### src/hsbrgb_pkg.sv
// hsbrgb_pkg: shared widths, sector codes and stage payload types
// for the hue/saturation/brightness to 5-bit rgb pipeline; no dependencies
`timescale 1ns / 1ps

package hsbrgb_pkg;

  localparam int CH_W      = 8;
  localparam int OUT_W     = 5;
  localparam int SECT_W    = 3;
  localparam int PROD_W    = 2 * CH_W;
  localparam int CHAN_SHIFT = CH_W - OUT_W;

  localparam logic [SECT_W-1:0] SECT_RED_RISE_G  = 3'd0;
  localparam logic [SECT_W-1:0] SECT_GREEN_FALL_R = 3'd1;
  localparam logic [SECT_W-1:0] SECT_GREEN_RISE_B = 3'd2;
  localparam logic [SECT_W-1:0] SECT_BLUE_FALL_G = 3'd3;
  localparam logic [SECT_W-1:0] SECT_BLUE_RISE_R = 3'd4;
  localparam logic [SECT_W-1:0] SECT_RED_FALL_B  = 3'd5;

  typedef logic [CH_W-1:0]   chan_t;
  typedef logic [OUT_W-1:0]  chan5_t;
  typedef logic [SECT_W-1:0] sect_code_t;

  // after hue split
  typedef struct packed {
    logic       grey;
    sect_code_t sector;
    chan_t      off;
    chan_t      sat;
    chan_t      value;
  } sect_t;

  // after weight products: k terms of v*(255-k)>>8
  typedef struct packed {
    logic       grey;
    sect_code_t sector;
    chan_t      kp;
    chan_t      kq;
    chan_t      kt;
    chan_t      value;
  } weight_t;

  // after level products
  typedef struct packed {
    logic       grey;
    sect_code_t sector;
    chan_t      p;
    chan_t      q;
    chan_t      t;
    chan_t      value;
  } level_t;

endpackage

### src/hsbrgb_sector_stage.sv
// hsbrgb_sector_stage: first pipeline stage, splits hue*6 into sector and offset
// depends on hsbrgb_pkg
`timescale 1ns / 1ps

module hsbrgb_sector_stage (
  input  logic              clk,
  input  logic              rst_n,
  input  logic              valid_i,
  output logic              ready_o,
  input  hsbrgb_pkg::chan_t hue_i,
  input  hsbrgb_pkg::chan_t sat_i,
  input  hsbrgb_pkg::chan_t value_i,
  output logic              valid_o,
  input  logic              ready_i,
  output hsbrgb_pkg::sect_t data_o
);

  logic                  valid_r;
  logic                  valid_nxt;
  hsbrgb_pkg::sect_t     data_r;
  hsbrgb_pkg::sect_t     data_nxt;
  logic [hsbrgb_pkg::CH_W+2:0] scaled;

  // hue*6 as (hue<<2) + (hue<<1)
  assign scaled = {1'b0, hue_i, 2'b00} + {2'b00, hue_i, 1'b0};

  always_comb begin
    data_nxt.grey   = (sat_i == '0);
    data_nxt.sector = scaled[hsbrgb_pkg::CH_W +: hsbrgb_pkg::SECT_W];
    data_nxt.off    = scaled[hsbrgb_pkg::CH_W-1:0];
    data_nxt.sat    = sat_i;
    data_nxt.value  = value_i;
  end

  assign ready_o   = !valid_r || ready_i;
  assign valid_nxt = ready_o ? valid_i : valid_r;

  always_ff @(posedge clk) begin
    if (!rst_n) begin
      valid_r <= 1'b0;
    end else begin
      valid_r <= valid_nxt;
    end
  end

  always_ff @(posedge clk) begin
    if (valid_i && ready_o) begin
      data_r <= data_nxt;
    end
  end

  assign valid_o = valid_r;
  assign data_o  = data_r;

endmodule

### src/hsbrgb_weight_stage.sv
// hsbrgb_weight_stage: second stage, saturation times offset products
// depends on hsbrgb_pkg
`timescale 1ns / 1ps

module hsbrgb_weight_stage (
  input  logic                clk,
  input  logic                rst_n,
  input  logic                valid_i,
  output logic                ready_o,
  input  hsbrgb_pkg::sect_t   data_i,
  output logic                valid_o,
  input  logic                ready_i,
  output hsbrgb_pkg::weight_t data_o
);

  logic                              valid_r;
  logic                              valid_nxt;
  hsbrgb_pkg::weight_t               data_r;
  hsbrgb_pkg::weight_t               data_nxt;
  logic [hsbrgb_pkg::PROD_W-1:0]     prod_q;
  logic [hsbrgb_pkg::PROD_W-1:0]     prod_t;

  assign prod_q = data_i.sat * data_i.off;
  // 255 - off as the 8-bit inverse, kept at 8 bits before the multiply
  assign prod_t = data_i.sat * hsbrgb_pkg::chan_t'(~data_i.off);

  always_comb begin
    data_nxt.grey   = data_i.grey;
    data_nxt.sector = data_i.sector;
    data_nxt.kp     = data_i.sat;
    data_nxt.kq     = prod_q[hsbrgb_pkg::PROD_W-1:hsbrgb_pkg::CH_W];
    data_nxt.kt     = prod_t[hsbrgb_pkg::PROD_W-1:hsbrgb_pkg::CH_W];
    data_nxt.value  = data_i.value;
  end

  assign ready_o   = !valid_r || ready_i;
  assign valid_nxt = ready_o ? valid_i : valid_r;

  always_ff @(posedge clk) begin
    if (!rst_n) begin
      valid_r <= 1'b0;
    end else begin
      valid_r <= valid_nxt;
    end
  end

  always_ff @(posedge clk) begin
    if (valid_i && ready_o) begin
      data_r <= data_nxt;
    end
  end

  assign valid_o = valid_r;
  assign data_o  = data_r;

endmodule

### src/hsbrgb_level_stage.sv
// hsbrgb_level_stage: third stage, brightness times (255 - k) for p, q and t
// depends on hsbrgb_pkg
`timescale 1ns / 1ps

module hsbrgb_level_stage (
  input  logic                clk,
  input  logic                rst_n,
  input  logic                valid_i,
  output logic                ready_o,
  input  hsbrgb_pkg::weight_t data_i,
  output logic                valid_o,
  input  logic                ready_i,
  output hsbrgb_pkg::level_t  data_o
);

  logic                          valid_r;
  logic                          valid_nxt;
  hsbrgb_pkg::level_t            data_r;
  hsbrgb_pkg::level_t            data_nxt;
  logic [hsbrgb_pkg::PROD_W-1:0] prod_p;
  logic [hsbrgb_pkg::PROD_W-1:0] prod_q;
  logic [hsbrgb_pkg::PROD_W-1:0] prod_t;

  // 255 - k is the bitwise inverse of an 8-bit k
  assign prod_p = data_i.value * hsbrgb_pkg::chan_t'(~data_i.kp);
  assign prod_q = data_i.value * hsbrgb_pkg::chan_t'(~data_i.kq);
  assign prod_t = data_i.value * hsbrgb_pkg::chan_t'(~data_i.kt);

  always_comb begin
    data_nxt.grey   = data_i.grey;
    data_nxt.sector = data_i.sector;
    data_nxt.p      = prod_p[hsbrgb_pkg::PROD_W-1:hsbrgb_pkg::CH_W];
    data_nxt.q      = prod_q[hsbrgb_pkg::PROD_W-1:hsbrgb_pkg::CH_W];
    data_nxt.t      = prod_t[hsbrgb_pkg::PROD_W-1:hsbrgb_pkg::CH_W];
    data_nxt.value  = data_i.value;
  end

  assign ready_o   = !valid_r || ready_i;
  assign valid_nxt = ready_o ? valid_i : valid_r;

  always_ff @(posedge clk) begin
    if (!rst_n) begin
      valid_r <= 1'b0;
    end else begin
      valid_r <= valid_nxt;
    end
  end

  always_ff @(posedge clk) begin
    if (valid_i && ready_o) begin
      data_r <= data_nxt;
    end
  end

  assign valid_o = valid_r;
  assign data_o  = data_r;

endmodule

### src/hsbrgb_mux_stage.sv
// hsbrgb_mux_stage: last stage, places levels on channels by sector and
// truncates to 5 bits into the output register; depends on hsbrgb_pkg
`timescale 1ns / 1ps

module hsbrgb_mux_stage (
  input  logic               clk,
  input  logic               rst_n,
  input  logic               valid_i,
  output logic               ready_o,
  input  hsbrgb_pkg::level_t data_i,
  output logic               valid_o,
  input  logic               ready_i,
  output hsbrgb_pkg::chan5_t red_o,
  output hsbrgb_pkg::chan5_t green_o,
  output hsbrgb_pkg::chan5_t blue_o
);

  logic               valid_r;
  logic               valid_nxt;
  hsbrgb_pkg::chan_t  red8;
  hsbrgb_pkg::chan_t  green8;
  hsbrgb_pkg::chan_t  blue8;
  hsbrgb_pkg::chan5_t red_r;
  hsbrgb_pkg::chan5_t green_r;
  hsbrgb_pkg::chan5_t blue_r;

  always_comb begin
    if (data_i.grey) begin
      red8   = data_i.value;
      green8 = data_i.value;
      blue8  = data_i.value;
    end else begin
      unique case (data_i.sector)
        hsbrgb_pkg::SECT_RED_RISE_G: begin
          red8 = data_i.value; green8 = data_i.t; blue8 = data_i.p;
        end
        hsbrgb_pkg::SECT_GREEN_FALL_R: begin
          red8 = data_i.q; green8 = data_i.value; blue8 = data_i.p;
        end
        hsbrgb_pkg::SECT_GREEN_RISE_B: begin
          red8 = data_i.p; green8 = data_i.value; blue8 = data_i.t;
        end
        hsbrgb_pkg::SECT_BLUE_FALL_G: begin
          red8 = data_i.p; green8 = data_i.q; blue8 = data_i.value;
        end
        hsbrgb_pkg::SECT_BLUE_RISE_R: begin
          red8 = data_i.t; green8 = data_i.p; blue8 = data_i.value;
        end
        default: begin
          red8 = data_i.value; green8 = data_i.p; blue8 = data_i.q;
        end
      endcase
    end
  end

  assign ready_o   = !valid_r || ready_i;
  assign valid_nxt = ready_o ? valid_i : valid_r;

  always_ff @(posedge clk) begin
    if (!rst_n) begin
      valid_r <= 1'b0;
    end else begin
      valid_r <= valid_nxt;
    end
  end

  always_ff @(posedge clk) begin
    if (valid_i && ready_o) begin
      red_r   <= red8[hsbrgb_pkg::CH_W-1:hsbrgb_pkg::CHAN_SHIFT];
      green_r <= green8[hsbrgb_pkg::CH_W-1:hsbrgb_pkg::CHAN_SHIFT];
      blue_r  <= blue8[hsbrgb_pkg::CH_W-1:hsbrgb_pkg::CHAN_SHIFT];
    end
  end

  assign valid_o = valid_r;
  assign red_o   = red_r;
  assign green_o = green_r;
  assign blue_o  = blue_r;

endmodule

### src/hsb_to_rgb555_converter_top.sv
// hsb_to_rgb555_converter_top: four-stage colour conversion pipeline
// depends on hsbrgb_pkg and the hsbrgb_*_stage modules
`timescale 1ns / 1ps

// usage
// - input channel: in_valid/in_ready carry one transaction of 8-bit hue,
//   saturation and brightness (in_hue_in, in_sat_in, in_value_in)
// - result channel: out_valid/out_ready carry one transaction of 5-bit red,
//   green and blue (out_red_out, out_green_out, out_blue_out)
// - every input transaction gives exactly one result transaction, in order
// - pipeline: four register stages (sector split, saturation products,
//   brightness products, channel select), passed in order up to out_valid
// - throughput: one transaction per cycle while out_ready is high; each stage
//   holds one item and its own valid bit, so a new item enters while earlier
//   ones are still in flight
// - the deepest logic between registers is one 8x8 multiplier per level,
//   which sets the clock period
// - stall: when out_ready is low, the output register holds its result and the
//   hold propagates back only into stages that are full; bubbles collapse, so
//   in_ready drops only when all four stages hold an item
// - reset: synchronous, active low rst_n clears every valid bit; payload
//   registers are left as they are, nothing is emitted until new input arrives
// - no configuration, no state kept between transactions

module hsb_to_rgb555_converter_top (
  input  logic                  clk,
  input  logic                  rst_n,
  input  logic                  in_valid,
  output logic                  in_ready,
  input  logic [7:0]            in_hue_in,
  input  logic [7:0]            in_sat_in,
  input  logic [7:0]            in_value_in,
  output logic                  out_valid,
  input  logic                  out_ready,
  output logic [4:0]            out_red_out,
  output logic [4:0]            out_green_out,
  output logic [4:0]            out_blue_out
);

  // stage-to-stage links
  logic                sect_valid;
  logic                sect_ready;
  hsbrgb_pkg::sect_t   sect_data;
  logic                wgt_valid;
  logic                wgt_ready;
  hsbrgb_pkg::weight_t wgt_data;
  logic                lvl_valid;
  logic                lvl_ready;
  hsbrgb_pkg::level_t  lvl_data;

  // hue*6 split into sector and offset, grey flag
  hsbrgb_sector_stage u_sector (
    .clk     (clk),
    .rst_n   (rst_n),
    .valid_i (in_valid),
    .ready_o (in_ready),
    .hue_i   (in_hue_in),
    .sat_i   (in_sat_in),
    .value_i (in_value_in),
    .valid_o (sect_valid),
    .ready_i (sect_ready),
    .data_o  (sect_data)
  );

  // s*off and s*(255-off), top byte kept
  hsbrgb_weight_stage u_weight (
    .clk     (clk),
    .rst_n   (rst_n),
    .valid_i (sect_valid),
    .ready_o (sect_ready),
    .data_i  (sect_data),
    .valid_o (wgt_valid),
    .ready_i (wgt_ready),
    .data_o  (wgt_data)
  );

  // p, q and t levels
  hsbrgb_level_stage u_level (
    .clk     (clk),
    .rst_n   (rst_n),
    .valid_i (wgt_valid),
    .ready_o (wgt_ready),
    .data_i  (wgt_data),
    .valid_o (lvl_valid),
    .ready_i (lvl_ready),
    .data_o  (lvl_data)
  );

  // channel select and output register
  hsbrgb_mux_stage u_mux (
    .clk     (clk),
    .rst_n   (rst_n),
    .valid_i (lvl_valid),
    .ready_o (lvl_ready),
    .data_i  (lvl_data),
    .valid_o (out_valid),
    .ready_i (out_ready),
    .red_o   (out_red_out),
    .green_o (out_green_out),
    .blue_o  (out_blue_out)
  );

`ifndef SYNTH
  // in_ready only drops when every stage is full and the output is stalled
  a_full_stall: assert property (@(posedge clk) disable iff (!rst_n)
    !in_ready |-> (sect_valid && wgt_valid && lvl_valid && out_valid && !out_ready))
    else $error("input stalled while pipeline has a free stage");

  // sector from hue*6 never exceeds five
  a_sector_range: assert property (@(posedge clk) disable iff (!rst_n)
    sect_valid |-> (sect_data.sector <= hsbrgb_pkg::SECT_RED_FALL_B))
    else $error("sector out of range");

  // with out_ready held high, an accepted transaction raises out_valid at the output
  a_latency: assert property (@(posedge clk) disable iff (!rst_n)
    (in_valid && in_ready && out_ready) ##1 out_ready ##1 out_ready ##1 out_ready
      |=> out_valid)
    else $error("result missing after four cycles");

  // a grey item gives three equal channels
  a_grey_equal: assert property (@(posedge clk) disable iff (!rst_n)
    (lvl_valid && lvl_ready && lvl_data.grey) |=>
      (out_red_out == out_green_out && out_green_out == out_blue_out))
    else $error("grey transaction gave unequal channels");
`endif

endmodule

### config.mk
export PLATFORM = sky130hd
export DESIGN_NAME = hsb_to_rgb555_converter_top
export DESIGN_NICKNAME = d
export VERILOG_FILES = /design/src/hsbrgb_pkg.sv /design/src/hsbrgb_sector_stage.sv /design/src/hsbrgb_weight_stage.sv /design/src/hsbrgb_level_stage.sv /design/src/hsbrgb_mux_stage.sv /design/src/hsb_to_rgb555_converter_top.sv
export SDC_FILE = /design/constraint.sdc
export NUM_CORES = 1
export LEC_CHECK = 0
export ABC_AREA = 1
export BUFFER_PORTS_ARGS = -buffer_cell sky130_fd_sc_hd__buf_2
export CAP_MARGIN = 40
export CELL_PAD_IN_SITES_DETAIL_PLACEMENT = 0
export CELL_PAD_IN_SITES_GLOBAL_PLACEMENT = 2
export CORE_ASPECT_RATIO = 0.9
export CORE_MARGIN = 10
export CORE_UTILIZATION = 40
export DETAILED_ROUTE_END_ITERATION = 7
export GPL_TIMING_DRIVEN = 0
export PLACE_DENSITY_LB_ADDON = 0.12
export SYNTH_ARGS = -nofsm -noshare
export SYNTH_HDL_FRONTEND = slang
export SYNTH_SLANG_ARGS = --single-unit
### constraint.sdc
create_clock -name clk -period 5.4 [get_ports clk]
set_input_delay 0.54 -clock clk [delete_from_list [all_inputs] [get_ports clk]]
set_output_delay 0.54 -clock clk [all_outputs]
set_load 0.03 [all_outputs]
# --- After elaboration in Yosys (flattened, before gate mapping) ---
# Index checks and enable logic that the tools add are counted.
classes:
  n_addsub: 1
  mul: 5
  eq_ne: 4
  muxes: 6
  bitwise_logic: 4
  reduce_logical: 18
ops:
  columns: ["cell", "n"]
  rows:
  - ["$mul 8x8->16", 5]
  - ["$pmux 8 s3", 3]
  - ["$not 8->8", 4]
  - ["$mux 8", 3]
  - ["$add 10x9->11", 1]
  - ["$logic_not 8->1", 1]
  - ["$reduce_or 2->1", 4]
  - ["$eq 3x2->1 const B", 2]
  - ["$logic_and 1x1->1", 4]
  - ["$logic_not 1->1", 4]
  - ["$logic_or 1x1->1", 4]
  - ["$eq 3x1->1 const B", 1]
  - ["$eq 3x3->1 const B", 1]
  - ["$logic_not 3->1", 1]
totals:
  ff_bits: 119
  input_bits: 28
  output_inout_bits: 17
  elab_cells: 62

# --- Depth between registers and ports, before layout ---
depth:
  ltp_word: 6
  mapped_depth: 22
  ltp_nobuf: 21

# --- By module ---
# A second synthesis with hierarchy kept.
unflattened:
  cells_unflattened: 1858
  area_unflattened_um2: 15041.9
by_module_without_submodules:
  columns: ["mod", "instances", "cells_per_inst", "area_each_um2", "seq_area_each_um2"]
  rows:
  - ["hsbrgb_level_stage", 1, 900, 7195.7, 1101.1]
  - ["hsbrgb_weight_stage", 1, 667, 5398.9, 1101.1]
  - ["hsbrgb_sector_stage", 1, 97, 1231.2, 830.8]
  - ["hsbrgb_mux_stage", 1, 194, 1216.2, 470.5]

# --- Least setup slack after synthesis ---
# No wires, ideal clock.
synth_timing:
  kind: "register to register"
  from: "register u_weight.data_r (netlist bit u_weight.data_o[6])"
  to: "register u_level.data_r (netlist bit u_level.data_o[21]), data pin"
  setup_time_ns: 0.252
  t_arrival_ns: 3.865
  required_ns: 5.148
  setup_slack_ns: 1.282
  stages_incl_launch_ff: 16
  path_buffers: 1
  synth_period_minus_slack_ns: 4.118
  cell_sequence: "edfxtp_1 clkinv_1 clkbuf_1 nor2_1 fa_1 fa_1 fa_1 inv_1 fa_1 inv_1 ha_1 nand2_1 o21ai_0 a21boi_0 nand3_1 nand2_1"
synth_via:
  elab_chain_len: 1
synth_rtl:
  columns: ["item", "line", "source"]
  rows:
  - ["from (decl)", "hsbrgb_weight_stage.sv:18", "hsbrgb_pkg::weight_t data_r;"]
  - ["from (signal assigned)", "hsbrgb_weight_stage.sv:49", "data_r <= data_nxt;"]
  - ["$mul 8x8->16", "hsbrgb_level_stage.sv:26", "assign prod_q = data_i.value * hsbrgb_pkg::chan_t'(~data_i.kq);"]
  - ["via u_level.prod_q (one bit)", "hsbrgb_level_stage.sv:21", "logic [hsbrgb_pkg::PROD_W-1:0] prod_q;"]
  - ["to (signal assigned)", "hsbrgb_level_stage.sv:51", "data_r <= data_nxt;"]
  - ["to (decl)", "hsbrgb_level_stage.sv:18", "hsbrgb_pkg::level_t data_r;"]
# The timed path passes the listed nets, and every way through them passes these cells.
# A chain may end at the register's enable or synchronous reset.

# --- Worst setup path after layout ---
layout_timing:
  from: "register u_weight.data_r (netlist bit u_weight.data_o[6])"
  to: "register u_level.data_r (netlist bit u_level.data_o[31]), data pin"
layout_via:
  elab_chain_len: 1
layout_rtl:
  columns: ["item", "line", "source"]
  rows:
  - ["$mul 8x8->16", "hsbrgb_level_stage.sv:25", "assign prod_p = data_i.value * hsbrgb_pkg::chan_t'(~data_i.kp);"]
  - ["via u_level.prod_p (one bit)", "hsbrgb_level_stage.sv:20", "logic [hsbrgb_pkg::PROD_W-1:0] prod_p;"]
# The timed path passes the listed nets, and every way through them passes these cells.

==> implementation parameters <==
Parameter                              Value

Clocking
  TritonCTS clock tree ... built
  Worst-Skew Late Latency ... 380 ps
  Sinks on the clock net ... 106
  Buffer levels on the longest clock path ... 2
  Clock-pin slew reported for the worst setup and hold paths after clock tree synthesis ... 80 ps
  Number of buffers inserted during clock tree synthesis ... 9
  H-tree level count ... 3
  Post-CTS Setup Inserts ... 0
  CTS Root Buffer Type ... sky130_fd_sc_hd__clkbuf_16

Layout
  NumNets Final ... 2136
  Multi-input combinational cell area ... 9270 µm²
  Share of post-route cells with drive strength above 1 ... 5.26%
  End-of-flow core utilization ... 44.3%
  Area added between synthesis and finish ... 8.27%
  Final antenna diode count ... 0
  Area taken by flip-flops and latches ... 3140 µm²
  Fillers ... 3604

Placed design
  Post-detail-place hpwl ... 30.8 mm
  Number of buffers inserted by port buffering ... 44
  Routability-driven placement congestion ratio ... 0.839

Routing
  Total via count after detailed routing ... 10.8k
  Number of iterations in the first detailed-routing pass ... 5
  Number of antenna-violating nets in the routed design ... 0
  Post-DR wirelength/cell ... 16.4 µm
  Via count normalized by instance count ... 4.83
  Initial detailed-routing violation count ... 463
  Residual DRC count ... 0
  Final routed wirelength across all metal layers ... 36.6 mm

STA
  Setup repair after global routing missed its margin ... no
  Fin crit share ... 94.6%
  Minimum period implied by the final worst setup slack ... 5110 ps
  Sum of negative setup slack ... 0 ps
  Number of failing setup endpoints in the final timing report ... 0
  Achievable clock frequency ... 196 MHz
  Worst-case headroom to the max-slew limit ... 45.7%
  Actual transition at the worst max-transition pin ... 815 ps
  Clock tree skew after final layout ... 11.2 ps
  Max Slew Vio Count ... 0
  Final Hold Violating Endpoints ... 0

Synth
  Number of synthesized flops with an enable pin ... 102
  Dominant cell type by area after synthesis ... sky130_fd_sc_hd__fa_1
  Syn nets ... 2078
  Post-synthesis cell area ... 14000 µm²
  Post-synth cell types ... 42
  Share of the yosys chip area belonging to registers ... 22.4%
  Share of flip-flops with an asynchronous set or reset after synthesis ... 0%
  Synth top area share ... 24.3%
  Cell with the most instances after synthesis ... sky130_fd_sc_hd__inv_1
  Synth Area per Inst ... 8.22 µm²
  Area contributors post-synth ... sky130_fd_sc_hd__fa_1 24%, sky130_fd_sc_hd__edfxtp_1 22%, sky130_fd_sc_hd__ha_1 16%
  Leading register cell type out of synthesis ... sky130_fd_sc_hd__edfxtp_1
  Register bit count reported by yosys ... 106
  Synth cell count leaders ... 377 x sky130_fd_sc_hd__inv_1, 348 x sky130_fd_sc_hd__nand2_1, 228 x sky130_fd_sc_hd__nor2_1
  Warnings from Yosys ... 0
  Mapped Cells ... 1705

Global route
  Global-route wire length before repair ... 59.9 mm
  Vias in the first global route ... 11.2k
  Antenna violations before repair ... 0
  Largest net degree at the start of global routing ... 37
  Aggregate global routing overflow ... 0
  Total routing resource utilization after global routing ... 17.7%

Floorplanning
  Die Ht ... 198 µm
  Floorplan die width ... 217 µm
  Starting density of the core ... 40.9%
  Number of rows in the core area ... 64
  Core outline area ... 34300 µm²
  I/O pin cnt ... 45
  Area of the die ... 42900 µm²

Critical path
  Setup Crit Path Kind ... reg2reg
  Crit path required time ... 5500 ps
  Startpoint class of the critical path ... flip-flop
  Top fanout value on the critical path ... 10
  Data arrival time of the critical path ... 5210 ps
  Critical Path Sink Type ... flip-flop

Pwr
  P per Cell Area ... 576 nW/µm²
  Total power ... 8740 µW
  Maximum vdd drop ... 0.000274 V
  Reported leakage power ... 0.00814 µW

Worst hold path
  Min-Delay Path Class ... in2reg

Job
  Number of violations of the max-capacitance limit ... 0

Run status
  Status ... finished clean
==> sequential cells by signal, summed over array words and instances, names as in the netlist <==
register	count
u_sector.valid_o	1
u_level.valid_o	1
u_weight.data_o	36
u_mux.green_o	5
u_weight.valid_o	1
u_mux.valid_o	1
u_level.data_o	24
u_mux.red_o	5
u_mux.blue_o	5
u_sector.data_o	27
==> kinds of logic (layout without fill, tap and decap cells) <==
logic type                 after synthesis  after routing  share of synthesized area, %
adders and majority gates              345            345                          39.9
and+or+nand+nor                        675            675                          19.6
xor gates and xnor gates                16             16                          1.00
buffers and inverters                  424            487                          11.5
AOI/OAI and AO/OA                      139            139                          5.62
DFF                                    106            106                          22.4
==> area by class of cell <==
type | count | share of cell area, %
plain buffers | 41 | 1.13
clock buffers | 10 | 1.51
clock inverters | 6 | 0.338
inverters | 383 | 9.54
multi-input cells | 1175 | 61.1
flip-flops and latches | 106 | 20.7
well taps | 462 | 3.81
repair buffers | 47 | 1.86
==> worst paths after layout <==
check | startpoint | to | slack, ps | cells past startpoint
max | u_weight.data_o[6]$_DFFE_PP_ | u_level.data_o[31]$_DFFE_PP_ | 290 | 16
min | in_value_in[3] | u_sector.data_o[3]$_DFFE_PP_ | 340 | 1
max reg2reg | u_weight.data_o[6]$_DFFE_PP_ | u_level.data_o[31]$_DFFE_PP_ | 290 | 16
min reg2reg | u_sector.data_o[25]$_DFFE_PP_ | u_weight.data_o[33]$_DFFE_PP_ | 420 | 0
==> metrics by stage <==
step                      instance area (µm²)  setup slack, ps  std cells  hold WS (ps)
after detailed placement                14900              199       2214           406
final                                   15200              292       2230           337
after global routing                    15200           0.0249       2230           329
after floorplan                         14000             1280       1705           400
after CTS                               15200              164       2230           318
after global placement                  14800              203       2211           400
==> power by group <==
part	switching (µW)	internal, µW	total (µW)
Combinational	4270	2520	6780
Clock	331	319	650
Sequential	126	1180	1310
==> repair_timing <==
action,4_1_cts,5_1_grt
gates resized for setup,0,2
endpoints found under the setup margin,0,3
hold endpoints to repair,0,0
hold buffers,0,0
==> layer usage <==
metal / track usage (%) / up-vias / part of all wire, %
met5: 0 / - / 0
met2: 29.5 / 126 / 47
met1: 23.8 / 5218 / 48
met3: 2.50 / 29 / 2.7
met4: 4.63 / 0 / 1.9
li1: - / 5389 / -
==> critical path, cell delays in order (launching register included) <==
cell                         delay, ps
sky130_fd_sc_hd__edfxtp_1          580
sky130_fd_sc_hd__clkinvlp_4        310
sky130_fd_sc_hd__clkbuf_1          610
sky130_fd_sc_hd__nor2_1            140
sky130_fd_sc_hd__fa_1              540
sky130_fd_sc_hd__fa_1              510
sky130_fd_sc_hd__fa_1              490
sky130_fd_sc_hd__inv_1              50
sky130_fd_sc_hd__fa_1              470
sky130_fd_sc_hd__inv_1              40
sky130_fd_sc_hd__ha_1              300
sky130_fd_sc_hd__a21oi_1           240
sky130_fd_sc_hd__o21bai_1          120
sky130_fd_sc_hd__a21oi_1           190
sky130_fd_sc_hd__nand2_1            70
sky130_fd_sc_hd__nand2_1            50
sky130_fd_sc_hd__nand2_1           100
==> cells in the final DEF (no fill, tap or decap), drive strengths merged, types with 6 or more instances in the layout <==
cell type / Yosys / routed
a21oi: 80 / 80
o21ai: 32 / 32
nand3: 41 / 41
or2: 10 / 10
nand4: 19 / 19
clkbuf: 35 / 45
nand2: 352 / 352
ha: 175 / 175
buf: 6 / 53
nor4: 8 / 8
nor3: 8 / 8
xnor2: 8 / 8
nor2: 231 / 231
a21o: 6 / 6
inv: 381 / 383
xor2: 8 / 8
edfxtp: 102 / 102
fa: 170 / 170
Power figures use the tool's default switching activity.
